`src/hdl/u7e_pkg.sv`:
```
// ----------------------------------------------------------------------------
// UTF-7 encoder package
// Shared types, character constants and helper functions for the UTF-16 to
// UTF-7 encoder.
// ----------------------------------------------------------------------------
`default_nettype none

package u7e_pkg;

  localparam int unsigned MaxBytes = 6;
  localparam int unsigned NumW     = 3;

  localparam logic [7:0]  CharPlus  = 8'h2B;
  localparam logic [7:0]  CharMinus = 8'h2D;
  localparam logic [15:0] UnitPlus  = 16'h002B;
  localparam logic [7:0]  LowMask   = 8'hFF;

  localparam logic [2:0] CntZero = 3'd0;
  localparam logic [2:0] CntTwo  = 3'd2;
  localparam logic [2:0] CntFour = 3'd4;

  typedef struct packed {
    logic       in_run;
    logic [3:0] bits;
    logic [2:0] count;
  } run_st_t;

  typedef struct packed {
    logic [MaxBytes-1:0][7:0] bytes;
    logic [NumW-1:0]          num;
    run_st_t                  st;
  } enc_res_t;

  function automatic logic is_direct(logic [15:0] u);
    logic res;
    res = 1'b0;
    if (u inside {[16'h0041:16'h005A], [16'h0061:16'h007A], [16'h0030:16'h0039],
                  16'h0027, 16'h0028, 16'h0029, 16'h002C, 16'h002D, 16'h002E,
                  16'h002F, 16'h003A, 16'h003F, 16'h0020, 16'h0009, 16'h000D,
                  16'h000A}) begin
      res = 1'b1;
    end
    return res;
  endfunction

  function automatic logic [7:0] b64_char(logic [5:0] v);
    logic [7:0] c;
    if (v < 6'd26) begin
      c = {2'b00, v} + 8'd65;
    end else if (v < 6'd52) begin
      c = {2'b00, v} + 8'd71;
    end else if (v < 6'd62) begin
      c = {2'b00, v} - 8'd4;
    end else if (v == 6'd62) begin
      c = 8'h2B;
    end else begin
      c = 8'h2F;
    end
    return c;
  endfunction

endpackage

`default_nettype wire

```
`src/hdl/u7e_pack.sv`:
```
// ----------------------------------------------------------------------------
// UTF-7 unit packer
// Turns one UTF-16 code unit and the current run state into the list of
// UTF-7 bytes it produces and the run state that follows.
// ----------------------------------------------------------------------------
`default_nettype none

module u7e_pack (
  input  wire logic [15:0]       unit_i,
  input  wire logic              fin_i,
  input  wire u7e_pkg::run_st_t  st_i,
  output u7e_pkg::enc_res_t      res_o
);

  always_comb begin
    logic [u7e_pkg::MaxBytes-1:0][7:0] bytes;
    logic [u7e_pkg::NumW-1:0]          pos;
    u7e_pkg::run_st_t                  st;
    logic [19:0]                       acc;

    bytes = '0;
    pos   = '0;
    st    = st_i;
    acc   = {(st_i.in_run ? st_i.bits : 4'd0), unit_i};

    if (u7e_pkg::is_direct(unit_i)) begin
      if (st.in_run) begin
        if (st.count == u7e_pkg::CntTwo) begin
          bytes[pos] = u7e_pkg::b64_char({st.bits[1:0], 4'b0000});
          pos = pos + 3'd1;
        end else if (st.count == u7e_pkg::CntFour) begin
          bytes[pos] = u7e_pkg::b64_char({st.bits, 2'b00});
          pos = pos + 3'd1;
        end
        bytes[pos] = u7e_pkg::CharMinus;
        pos = pos + 3'd1;
        st = '0;
      end
      bytes[pos] = unit_i[7:0] & u7e_pkg::LowMask;
      pos = pos + 3'd1;
    end else if (unit_i == u7e_pkg::UnitPlus && !st.in_run) begin
      bytes[0] = u7e_pkg::CharPlus;
      bytes[1] = u7e_pkg::CharMinus;
      pos = 3'd2;
    end else begin
      if (!st.in_run) begin
        bytes[pos] = u7e_pkg::CharPlus;
        pos = pos + 3'd1;
        st = '{in_run: 1'b1, bits: 4'd0, count: u7e_pkg::CntZero};
      end
      case (st.count)
        u7e_pkg::CntTwo: begin
          bytes[pos] = u7e_pkg::b64_char(acc[17:12]);
          pos = pos + 3'd1;
          bytes[pos] = u7e_pkg::b64_char(acc[11:6]);
          pos = pos + 3'd1;
          bytes[pos] = u7e_pkg::b64_char(acc[5:0]);
          pos = pos + 3'd1;
          st.bits  = 4'd0;
          st.count = u7e_pkg::CntZero;
        end
        u7e_pkg::CntFour: begin
          bytes[pos] = u7e_pkg::b64_char(acc[19:14]);
          pos = pos + 3'd1;
          bytes[pos] = u7e_pkg::b64_char(acc[13:8]);
          pos = pos + 3'd1;
          bytes[pos] = u7e_pkg::b64_char(acc[7:2]);
          pos = pos + 3'd1;
          st.bits  = {2'b00, acc[1:0]};
          st.count = u7e_pkg::CntTwo;
        end
        default: begin
          bytes[pos] = u7e_pkg::b64_char(acc[15:10]);
          pos = pos + 3'd1;
          bytes[pos] = u7e_pkg::b64_char(acc[9:4]);
          pos = pos + 3'd1;
          st.bits  = acc[3:0];
          st.count = u7e_pkg::CntFour;
        end
      endcase
    end

    if (fin_i && st.in_run) begin
      if (st.count == u7e_pkg::CntTwo) begin
        bytes[pos] = u7e_pkg::b64_char({st.bits[1:0], 4'b0000});
        pos = pos + 3'd1;
      end else if (st.count == u7e_pkg::CntFour) begin
        bytes[pos] = u7e_pkg::b64_char({st.bits, 2'b00});
        pos = pos + 3'd1;
      end
      bytes[pos] = u7e_pkg::CharMinus;
      pos = pos + 3'd1;
      st = '0;
    end

    res_o.bytes = bytes;
    res_o.num   = pos;
    res_o.st    = st;
  end

endmodule

`default_nettype wire

```
`src/hdl/utf16_to_utf7_encoder_core.sv`:
```
// ----------------------------------------------------------------------------
// UTF-16 to UTF-7 encoder core
// Encodes a stream of UTF-16 code units into UTF-7 bytes, one byte per
// output transaction.
//
//   Channel  Direction  Handshake              Payload
//   in       input      in_valid_i/in_ready_o  code_unit_i, final_unit_i
//   out      output     out_valid_o/out_ready_i out_byte_o, last_of_run_o
//
// A unit is encoded in one pass from the input register into a byte buffer.
// The buffer then sends one byte per cycle while out_ready_i is high, so a unit
// gives 1 to 5 output bytes; the single output byte lane sets the rate.
// A new unit is taken while the buffer drains; the input register holds it.
// Reset clears the run state and empties both registers.
// ----------------------------------------------------------------------------
`default_nettype none

module utf16_to_utf7_encoder_core (
  input  wire logic        clk_i,
  input  wire logic        rst_ni,
  input  wire logic        in_valid_i,
  output      logic        in_ready_o,
  input  wire logic [15:0] code_unit_i,
  input  wire logic        final_unit_i,
  output      logic        out_valid_o,
  input  wire logic        out_ready_i,
  output      logic [7:0]  out_byte_o,
  output      logic        last_of_run_o
);

  logic                               in_valid_q, in_valid_d;
  logic [15:0]                        unit_q;
  logic                               fin_q;
  logic                               buf_valid_q, buf_valid_d;
  logic [u7e_pkg::MaxBytes-1:0][7:0]  bytes_q;
  logic [u7e_pkg::NumW-1:0]           num_q;
  logic [u7e_pkg::NumW-1:0]           idx_q, idx_d;
  u7e_pkg::run_st_t                   st_q, st_d;
  u7e_pkg::enc_res_t                  enc;
  logic                               last, out_take, buf_free, load, in_take;

  u7e_pack u_pack (
    .unit_i (unit_q),
    .fin_i  (fin_q),
    .st_i   (st_q),
    .res_o  (enc)
  );

  assign last       = (idx_q == (num_q - 3'd1));
  assign out_take   = buf_valid_q && out_ready_i;
  assign buf_free   = !buf_valid_q || (out_take && last);
  assign load       = in_valid_q && buf_free;
  assign in_ready_o = !in_valid_q || load;
  assign in_take    = in_valid_i && in_ready_o;

  assign out_valid_o   = buf_valid_q;
  assign out_byte_o    = bytes_q[idx_q];
  assign last_of_run_o = last;

  always_comb begin
    in_valid_d  = in_valid_q;
    buf_valid_d = buf_valid_q;
    idx_d       = idx_q;
    st_d        = st_q;
    if (in_take) begin
      in_valid_d = 1'b1;
    end else if (load) begin
      in_valid_d = 1'b0;
    end
    if (load) begin
      buf_valid_d = 1'b1;
      idx_d       = '0;
      st_d        = enc.st;
    end else if (out_take) begin
      if (last) begin
        buf_valid_d = 1'b0;
      end else begin
        idx_d = idx_q + 3'd1;
      end
    end
  end

  always_ff @(posedge clk_i or negedge rst_ni) begin
    if (!rst_ni) begin
      in_valid_q  <= 1'b0;
      buf_valid_q <= 1'b0;
      idx_q       <= '0;
      st_q        <= '0;
    end else begin
      in_valid_q  <= in_valid_d;
      buf_valid_q <= buf_valid_d;
      idx_q       <= idx_d;
      st_q        <= st_d;
    end
  end

  always_ff @(posedge clk_i) begin
    if (in_take) begin
      unit_q <= code_unit_i;
      fin_q  <= final_unit_i;
    end
    if (load) begin
      bytes_q <= enc.bytes;
      num_q   <= enc.num;
    end
  end

endmodule

`default_nettype wire

```
`config.mk`:
```
export PLATFORM = sky130hd
export DESIGN_NAME = utf16_to_utf7_encoder_core
export DESIGN_NICKNAME = d
export VERILOG_FILES = /design/src/hdl/u7e_pkg.sv /design/src/hdl/u7e_pack.sv /design/src/hdl/utf16_to_utf7_encoder_core.sv
export SDC_FILE = /design/constraint.sdc
export NUM_CORES = 1
export LEC_CHECK = 0
export BUFFER_PORTS_ARGS = -buffer_cell sky130_fd_sc_hd__buf_2
export CAP_MARGIN = 20
export CORE_UTILIZATION = 55
export CTS_CLUSTER_DIAMETER = 30
export DETAILED_ROUTE_END_ITERATION = 8
export PLACE_DENSITY = 0.72
export SYNTH_ARGS = -nofsm -noshare
export SYNTH_HDL_FRONTEND = slang
export SYNTH_HIERARCHICAL = 1
export SYNTH_SLANG_ARGS = --single-unit
```
`constraint.sdc`:
```
create_clock -name clk_i -period 4.9 [get_ports clk_i]
set_input_delay 0.49 -clock clk_i [delete_from_list [all_inputs] [get_ports clk_i]]
set_output_delay 0.49 -clock clk_i [all_outputs]
set_load 0.005 [all_outputs]
```
---- Word level (Yosys, flattened, before mapping) ----
Index checks and enable logic that the tools add are counted.
storage, ports and cells
  register bits after elaboration ......... 81
  word-level logic and storage cells ...... 332
  bits in latches ......................... 0
  bits in read-only memories .............. 0
  memories ................................ 0
  RAM bits ................................ 0
cells by class
  magnitude comparators ................... 57
  bitwise operators ....................... 6
  mux-type cells .......................... 151
  shift operators ......................... 0
  add/sub/neg operators ................... 45
  multiply operators ...................... 0
  reduce and logical (&&, ||, !) cells .... 28
  equality and inequality tests ........... 30
  divide/modulo/power cells ............... 0
operators with widths
  cell                                                                                  count
  8-bit two-way mux                                                                     84
  48-bit bitwise mux                                                                    11
  48-bit two-way mux                                                                    7
  6-bit by 7-bit adder with 8-bit output, second input constant                         24
  16-bit by 6-bit == test with 1-bit output, second input constant                      11
  8-bit demux with 3-bit select                                                         7
  6-bit < comparator, second input constant                                             24
  48-bit one-hot mux with 2 select lines                                                1
  6-bit by 3-bit subtractor with 7-bit output, second input constant                    12
  3-bit two-way mux                                                                     25
  6-bit by 5-bit < comparator with 1-bit output, second input constant                  12
  16-bit by 4-bit == test with 1-bit output, second input constant                      3
  6-bit == test, second input constant                                                  8
  24-bit inverter                                                                       2
  16-bit by 7-bit greater-or-equal comparator with 1-bit output, second input constant  2
  16-bit by 7-bit less-or-equal comparator with 1-bit output, second input constant     2
  3-bit by 4-bit < comparator with 1-bit output, second input constant                  8
  32-bit two-way mux                                                                    1
  3-bit by 1-bit adder with 3-bit output, second input constant                         8
  24-bit bitwise AND                                                                    1
  4-bit by 24-bit bitwise AND with 24-bit output                                        1
  8-bit binary-select mux with 3-bit select                                             1
  24-bit bitwise OR                                                                     1
  4-bit by 24-bit bitwise OR with 24-bit output                                         1
  other kinds (21)                                                                      60

---- Longest topological paths before layout ----
Gate-level depths: netlist (run 1).
  depth after elaboration ................. 22
  mapped depth ............................ 19

---- Cells and area by module ----
The synthesis (run 1) kept the hierarchy.
by module, submodules not included
  module                      instances  area an instance (sq um)  cells an instance
  u7e_pack                    1          5934.4                    968
  utf16_to_utf7_encoder_core  1          3067.9                    156

---- Worst setup path after synthesis (run 1) ----
Ideal clock, no wire load.
  path type ............................... register to register
  start point ............................. register unit_q[1]
  end point ............................... register bytes_q[18] (netlist bit), data pin
  data required time ...................... 4.741 ns
  slack ................................... 0.646 ns
  setup time .............................. 0.159 ns
  data arrival time ....................... 4.095 ns
  cell stages (with the launch flop) ...... 19
  cells stage by stage .................... edfxtp_1 clkbuf_1 inv_1 ha_1 nand2b_1 a21o_1 a2111oi_4 o31ai_2 or3_1 buf_6 nor4_2 or2_1 buf_4 ha_1 inv_1 a21o_2 a211o_1 a41o_1 a22oi_1
RTL lines
  what                      line                               source
  start: declaration        utf16_to_utf7_encoder_core.sv:32   logic [15:0] unit_q;
  start signal: assignment  utf16_to_utf7_encoder_core.sv:99   unit_q <= code_unit_i;
  end signal: assignment    utf16_to_utf7_encoder_core.sv:103  bytes_q <= enc.bytes;
  end: declaration          utf16_to_utf7_encoder_core.sv:35   logic [u7e_pkg::MaxBytes-1:0][7:0] bytes_q;

==> metrics.md, run 1 <==
| Metric | Value |
|---|---|
| Status | `finished, final reports clean` |
| Crit end category | `flop` |
| Gp weighted congestion | `0.984` |
| Final hold viol count | `0` |
| Clock skew | `just over 0.01 ns` |
| Worst path cell trace | `inv_1 -> ha_1 -> nand2b_1 -> a21o_1 -> a2111oi_4 -> o31ai_2 -> nor3_4 -> buf_4 -> a31oi_1 -> o21ai_0 -> nand2b_1 -> nand4_1 -> a21boi_0` |
| Die Span Y | `about 130 µm` |
| Ys async rst share | `16.0%` |
| Metal2 WL | `~14 mm` |
| Post-synthesis cell area | `9000 µm²` |
| DRT met1 WL | `13.1 mm` |
| Layout cells sized above 1 | `roughly 14%` |
| Clk slew on worst S/H paths | `0.07 ns` |
| Max-Cap Viols | `0` |
| DR top layer | `met4` |
| Port Buffers | `31` |
| Crit Path Category | `flop to flop` |
| Area contributors post-synth | `edfxtp_1 (23%), ha_1 (7.8%), a21oi_1 (4.2%)` |
| Top-count cell post-synth | `nand2_1` |
| Synth cell types | `89` |
| Least-Margin Pin Slew | `roughly 1.1 ns` |
| Synthesis warning total | `6` |
| Mapped Nets | `1201` |
| Die ar. | `about 17000 µm²` |
| Area grow syn2layout | `9.66%` |
| H-tree depth | `3` |
| Top delay family on crit path | `compound AO/OA/AOI/OAI gates` |
| Setup slack after layout | `approximately 0.31 ns` |
| Clock Latency Late Sink | `0.35 ns` |
| Initial antenna violation count | `0` |
| I/O pins | `32` |
| Clock root buffer master | `clkbuf_16` |
| Worst path bufs/invs | `2` |
| Crit share post-route | `93.6%` |
| Most frequent CP cell | `nand2b_1` |
| # DRC | `0` |
| Largest area contributor in the netlist | `edfxtp_1` |
| Die Width | `around 130 µm` |
| Placement Setup Slack | `roughly 0.38 ns` |
| Metal3 WL | `between 3 and 4 mm` |
| CP required | `4.98 ns` |
| Util after Layout | `61.9%` |
| Final total power | `between 5 and 6 mW` |
| Clock Sinks | `81` |
| Slew Limit Fails | `0` |
| Initial core utilization | `56.5%` |
| Crit-path max FO | `26` |
| Max Root-Sink Buffers | `2` |
| CTS tree | `yes` |
| R2R Setup Slk | `0.31 ns` |
| Tmin final | `4.59 ns` |
| VDD IR max | `0.352 mV` |
| Hold buffers post-CTS | `0` |
| Final WL | `between 30 and 40 mm` |
| Synth top area share | `22.7%` |
| Core Area | `about 16000 µm²` |
| Final setup fails | `0` |
| Ant. Diodes | `0` |
| Post_cts resized | `0` |
| Synthesized flop and latch total | `81` |
| CP peak stage delay | `~0.50 ns` |
| Via count | `approximately 9400` |
| Tightest Hold Check Type | `input pin to asynchronous set/reset pin` |
| Primary FF master, synth | `edfxtp_1` |
| Worst slew margin | `approximately 27%` |
| Leak | `3.74 nW` |
| Post-DP HPWL | `around 23 mm` |
| Largest net degree at the start of global routing | `44` |
| Cells after synthesis | `1124` |
| Total GRT Usage | `between 30% and 40%` |
| Vias per inst | `6.91` |
| Setup TNS | `0 ns` |
| Worst setup SP type | `flop` |
| Iter 0 DRT Violations | `1464` |
| Worst path slowest cell | `nor3_4` |
| Arrival time at the worst endpoint | `roughly 4.7 ns` |
| Vias in the first global route | `8558` |
| Wire per inst | `between 20 and 25 µm` |
| Post-CTS setup buffers | `0` |
| F_max | `0.218 GHz` |
| EDFF count, synth | `68` |
| Sequential area share after synthesis | `a little over a quarter` |
| Drt first pass iters | `6` |
| Num rows | `46` |
| Synth Area per Inst | `8.01 µm²` |
| Nets | `between 1000 and 1500` |
| Num CTS Buffers | `9` |
| Remaining Overflow, GRT | `0` |
| First-pass GRT wire length | `48.4 mm` |
| RSZ-0062 raised after global routing | `false` |
| Synth cell count leaders | `nand2_1 (95), nor2_1 (91), a21oi_1 (75), o21ai_0 (75), edfxtp_1 (68)` |
| PD cells | `about 590 nW/µm²` |
| Post-route ant nets | `0` |
-- sequential cells by signal, indices dropped and copies added (netlist names) --
signal,flops
st_q,8
out_valid_o,1
fin_q,1
idx_q,3
unit_q,16
num_q,3
bytes_q,48
in_valid_q,1
-- worst reg2reg max path: cells and delay by family (launching register included) --
kind                       cells  cell delay, ns
AOI/OAI and AO/OA              6            1.86
adders and majority gates      1            0.30
buffers and inverters          2            0.65
DFF                            1            0.45
and+or+nand+nor                4            1.05
-- where the power goes --
group / switching, mW / internal (mW)
clock network: 0.301 / 0.469
logic: 2.48 / 1.40
registers: 0.151 / 1.04
-- layout make-up --
class | count | area, µm²
multi-input combinational | 907 | 6080
fill | 1414 | 6070
sequential | 81 | 2370
timing repair buffer | 92 | 629
tap | 216 | 270
clock buffer | 10 | 239
inverter | 50 | 188
clock inverter | 6 | 97.6
-- layout by cell type, fill, tap and decap left out, drive strengths merged, types with 8 or more instances in the layout --
cell type,count
nand2,96
nor2,92
buf,92
o21ai,81
a21oi,76
edfxtp,68
nand3,59
ha,56
inv,52
nor3,44
a31oi,28
xnor2,27
a211oi,25
o211ai,22
nand2b,19
o22ai,19
a21o,18
nor4,18
nor2b,17
o31ai,14
dfrtp,13
mux2i,12
mux2,12
o221ai,12
or3,12
a22oi,10
nand4,10
o311ai,10
clkbuf,10
and3,9
mux4,8
-- path summary, 6_finish.rpt --
check	cells after the start	start	to
min in group clk_i	1	code_unit_i[9]	unit_q[9]$_DFFE_PP_
worst min register to register	1	st_q[2]$_DFFE_PN0P_	st_q[2]$_DFFE_PN0P_
worst min-delay path	1	rst_ni	out_valid_o$_DFFE_PN0P_
worst max register to register	13	unit_q[0]$_DFFE_PP_	bytes_q[15]$_DFFE_PP_
max in group asynchronous	1	rst_ni	st_q[3]$_DFFE_PN0P_
worst max-delay path	13	unit_q[0]$_DFFE_PP_	bytes_q[15]$_DFFE_PP_
-- cell families after synthesis --
group | Yosys count | synth area share, %
and+or+nand+nor | 396 | 21.8
muxes | 32 | 4.84
AOI/OAI and AO/OA | 392 | 29.9
DFF | 81 | 26.3
adders and majority gates | 56 | 7.78
xor gates and xnor gates | 31 | 3.20
buffers and inverters | 136 | 6.21
-- routing by layer --
metal  vias to the layer above  GRT usage, %
li1                       4309             -
met1                      4404          52.2
met2                       625          57.1
met3                        80          8.16
met4                         0          13.9
met5                         -             0
-- metrics by stage --
step | std cells | area, µm² | hold slack (ns)
final | 1362 | 9870 | 0.0368
after CTS | 1361 | 9860 | 0.0294
after global routing | 1362 | 9870 | 0.0394
after detailed placement | 1345 | 9520 | 0.406
after global placement | 1345 | 9520 | 0.402
after floorplan | 1124 | 9000 | 0.194
No activity file was read; power rests on OpenSTA's default activity.
==> run 2: changes to the inputs <==
--- a/config.mk
+++ b/config.mk
@@ -7,10 +7,13 @@
 export LEC_CHECK = 0
 export BUFFER_PORTS_ARGS = -buffer_cell sky130_fd_sc_hd__buf_2
 export CAP_MARGIN = 20
-export CORE_UTILIZATION = 55
+export CELL_PAD_IN_SITES_DETAIL_PLACEMENT = 0
+export CELL_PAD_IN_SITES_GLOBAL_PLACEMENT = 1
+export CORE_MARGIN = 4
+export CORE_UTILIZATION = 49
 export CTS_CLUSTER_DIAMETER = 30
 export DETAILED_ROUTE_END_ITERATION = 8
-export PLACE_DENSITY = 0.72
+export PLACE_DENSITY_LB_ADDON = 0.1
 export SYNTH_ARGS = -nofsm -noshare
 export SYNTH_HDL_FRONTEND = slang
 export SYNTH_HIERARCHICAL = 1
==> run 2 against run 1 <==
- utilization fell by 7.0 points
- largest power group unchanged
- fmax down 1.8%
- hold slack got worse by 0.011 ns
- sequential cell count did not move
- clock power increased by 0.5%
- final cell count increased by 1.2%
- clock skew rose by 0.0032 ns
==> metrics.md, run 2 (synthesis gave the netlist of run 1 again) <==
| Metric | Value |
|---|---|
| Placement Setup Slack | `around 0.34 ns` |
| Hold buffers post-CTS | `0` |
| Die Span Y | `144 µm` |
| PD cells | `596 nW/µm²` |
| Vias in the first global route | `8649` |
| Dpl cells | `1362` |
| Non-Filler Instances | `1379` |
| Top delay family on crit path | `compound AO/OA/AOI/OAI gates` |
| Crit end category | `flop` |
| Biggest regs | `bytes_q: 48 flops, unit_q: 16 flops, st_q: 8 flops` |
| Area grow syn2layout | `9.88%` |
| Final setup fails | `0` |
| Wire per inst | `~24 µm` |
| Sequential cell area | `2370 µm²` |
| Least-Margin Pin Slew | `0.953 ns` |
| Slew Limit Fails | `0` |
| Leak | `3.75 nW` |
| Biggest register | `bytes_q` |
| Crit-path max FO | `8` |
| Post-DP HPWL | `25.4 mm` |
| Remaining Overflow, GRT | `0` |
| Largest net degree at the start of global routing | `40` |
| Commonest non-fill, non-tap cell in the layout | `nand2_1` |
| F_max | `0.214 GHz` |
| Worst slew margin | `a little over a third` |
| Setup slack after layout | `0.233 ns` |
| Worst setup SP type | `flop` |
| Post_cts resized | `0` |
| Ant. Diodes | `0` |
| Drt first pass iters | `6` |
| Iter 0 DRT Violations | `1045` |
| I/O pins | `32` |
| Vias per inst | `around 6.7` |
| CP required | `4.95 ns` |
| CTS tree | `yes` |
| Total GRT Usage | `between 30% and 40%` |
| RSZ-0062 raised after global routing | `false` |
| Port Buffers | `31` |
| Min Hold Slack | `0.0259 ns` |
| Initial antenna violation count | `0` |
| Die ar. | `20600 µm²` |
| Max reg flops | `48` |
| VDD IR max | `0.466 mV` |
| Tmin final | `4.67 ns` |
| Crit share post-route | `95.3%` |
| Clk slew on worst S/H paths | `0.07 ns` |
| H-tree depth | `3` |
| Clock root buffer master | `clkbuf_16` |
| Initial core utilization | `about half` |
| Num CTS Buffers | `9` |
| Post-CTS setup buffers | `0` |
| Clock Sinks | `81` |
| CP peak stage delay | `0.53 ns` |
| Area of the multi-input gates | `roughly 6000 µm²` |
| Most frequent cells in the layout | `nand2_1 (95), nor2_1 (91), o21ai_0 (75), a21oi_1 (75), edfxtp_1 (68)` |
| Clock Latency Late Sink | `around 0.35 ns` |
| Nets | `1222` |
| First-pass GRT wire length | `slightly above 50 mm` |
| # DRC | `0` |
| Crit Path Category | `flop to flop` |
| Final WL | `~33 mm` |
| Die Width | `144 µm` |
| Arrival time at the worst endpoint | `between 4 and 5 ns` |
| Tightest Hold Check Type | `input pin to asynchronous set/reset pin` |
| Final hold viol count | `0` |
| Worst path bufs/invs | `2` |
| Setup TNS | `0 ns` |
| Core Area | `18000 µm²` |
| Layout cells sized above 1 | `14.0%` |
| Status | `finished, final reports clean` |
| Filler Cell Count | `1784` |
| Num rows | `49` |
| Gp weighted congestion | `1.05` |
| Worst path cell trace | `inv_1 -> ha_1 -> nand2b_1 -> a21o_1 -> a2111oi_4 -> o31ai_2 -> or3_1 -> o31ai_2 -> ha_1 -> inv_1 -> a211oi_1 -> nand2b_1 -> nand3b_1 -> a21boi_1` |
| Post-route ant nets | `0` |
| Max-Cap Viols | `0` |
| Worst path slowest cell | `or3_1` |
| Max Root-Sink Buffers | `2` |
| Via count | `just over 9000` |
| Clock skew | `around 0.013 ns` |
-- run 2: cell types whose count changed in the layout (fill, tap and decap cells not counted), sizes merged --
cell,previous run,this run
inv,52,53
clkbuf,10,9
buf,92,96
-- run 2: path summary, 6_finish.rpt --
| kind | endpoint | slack, ns | start | cells past startpoint |
|---|---|---|---|---|
| setup / recovery | bytes_q[4]$_DFFE_PP_ | 0.23 | unit_q[0]$_DFFE_PP_ | 14 |
| hold / removal | idx_q[1]$_DFFE_PN0P_ | 0.03 | rst_ni | 1 |
| setup reg to reg | bytes_q[4]$_DFFE_PP_ | 0.23 | unit_q[0]$_DFFE_PP_ | 14 |
| hold reg to reg | st_q[2]$_DFFE_PN0P_ | 0.58 | st_q[2]$_DFFE_PN0P_ | 1 |
| max in group asynchronous | st_q[6]$_DFFE_PN0P_ | 4.63 | rst_ni | 1 |
| min in group clk_i | fin_q$_DFFE_PP_ | 0.31 | final_unit_i | 1 |
-- run 2: per-stage QoR --
| stage | utilization, % | area, µm² | power (mW) |
|---|---|---|---|
| 4_1_cts | 54.8 | 9880 | 5.81 |
| 6_report | 54.9 | 9890 | 5.90 |
| 2_1_floorplan | - | 9000 | 3.80 |
| 3_3_place_gp | 53.0 | 9550 | 5.04 |
| 3_5_place_dp | 53.0 | 9550 | 5.02 |
| 5_1_grt | 54.9 | 9890 | 6.26 |
-- run 2: worst reg2reg max path: stages (launching register included) --
cell and delay (ns):
edfxtp_1 0.48, inv_1 0.24, ha_1 0.29, nand2b_1 0.08, a21o_1 0.23, a2111oi_4 0.36
o31ai_2 0.16, or3_1 0.53, o31ai_2 0.46, ha_1 0.28, inv_1 0.10, a211oi_1 0.27
nand2b_1 0.26, nand3b_1 0.32, a21boi_1 0.32
-- run 2: power breakdown --
group	internal (mW)	switching (mW)	total [mW]
Clock	0.457	0.316	0.773
Sequential	1.04	0.158	1.20
Combinational	1.40	2.52	3.92
Total	2.90	3.00	5.90
-- run 2: layer usage --
layer	vias up	track usage, %	part of all wire (%)
met3	69	6.59	8.7
li1	4319	-	-
met1	4402	45.6	43
met2	450	49.1	45
met5	-	0	0
met4	0	12.5	3.3
-- run 2: area by class of cell --
class                      instances  share of cell area [%]
multi-input combinational        907                    61.4
clock inverter                     7                    1.08
clock buffer                       9                    2.28
sequential                        81                    23.9
inverter                          50                    1.90
tap                              229                    2.90
timing repair buffer              96                    6.50
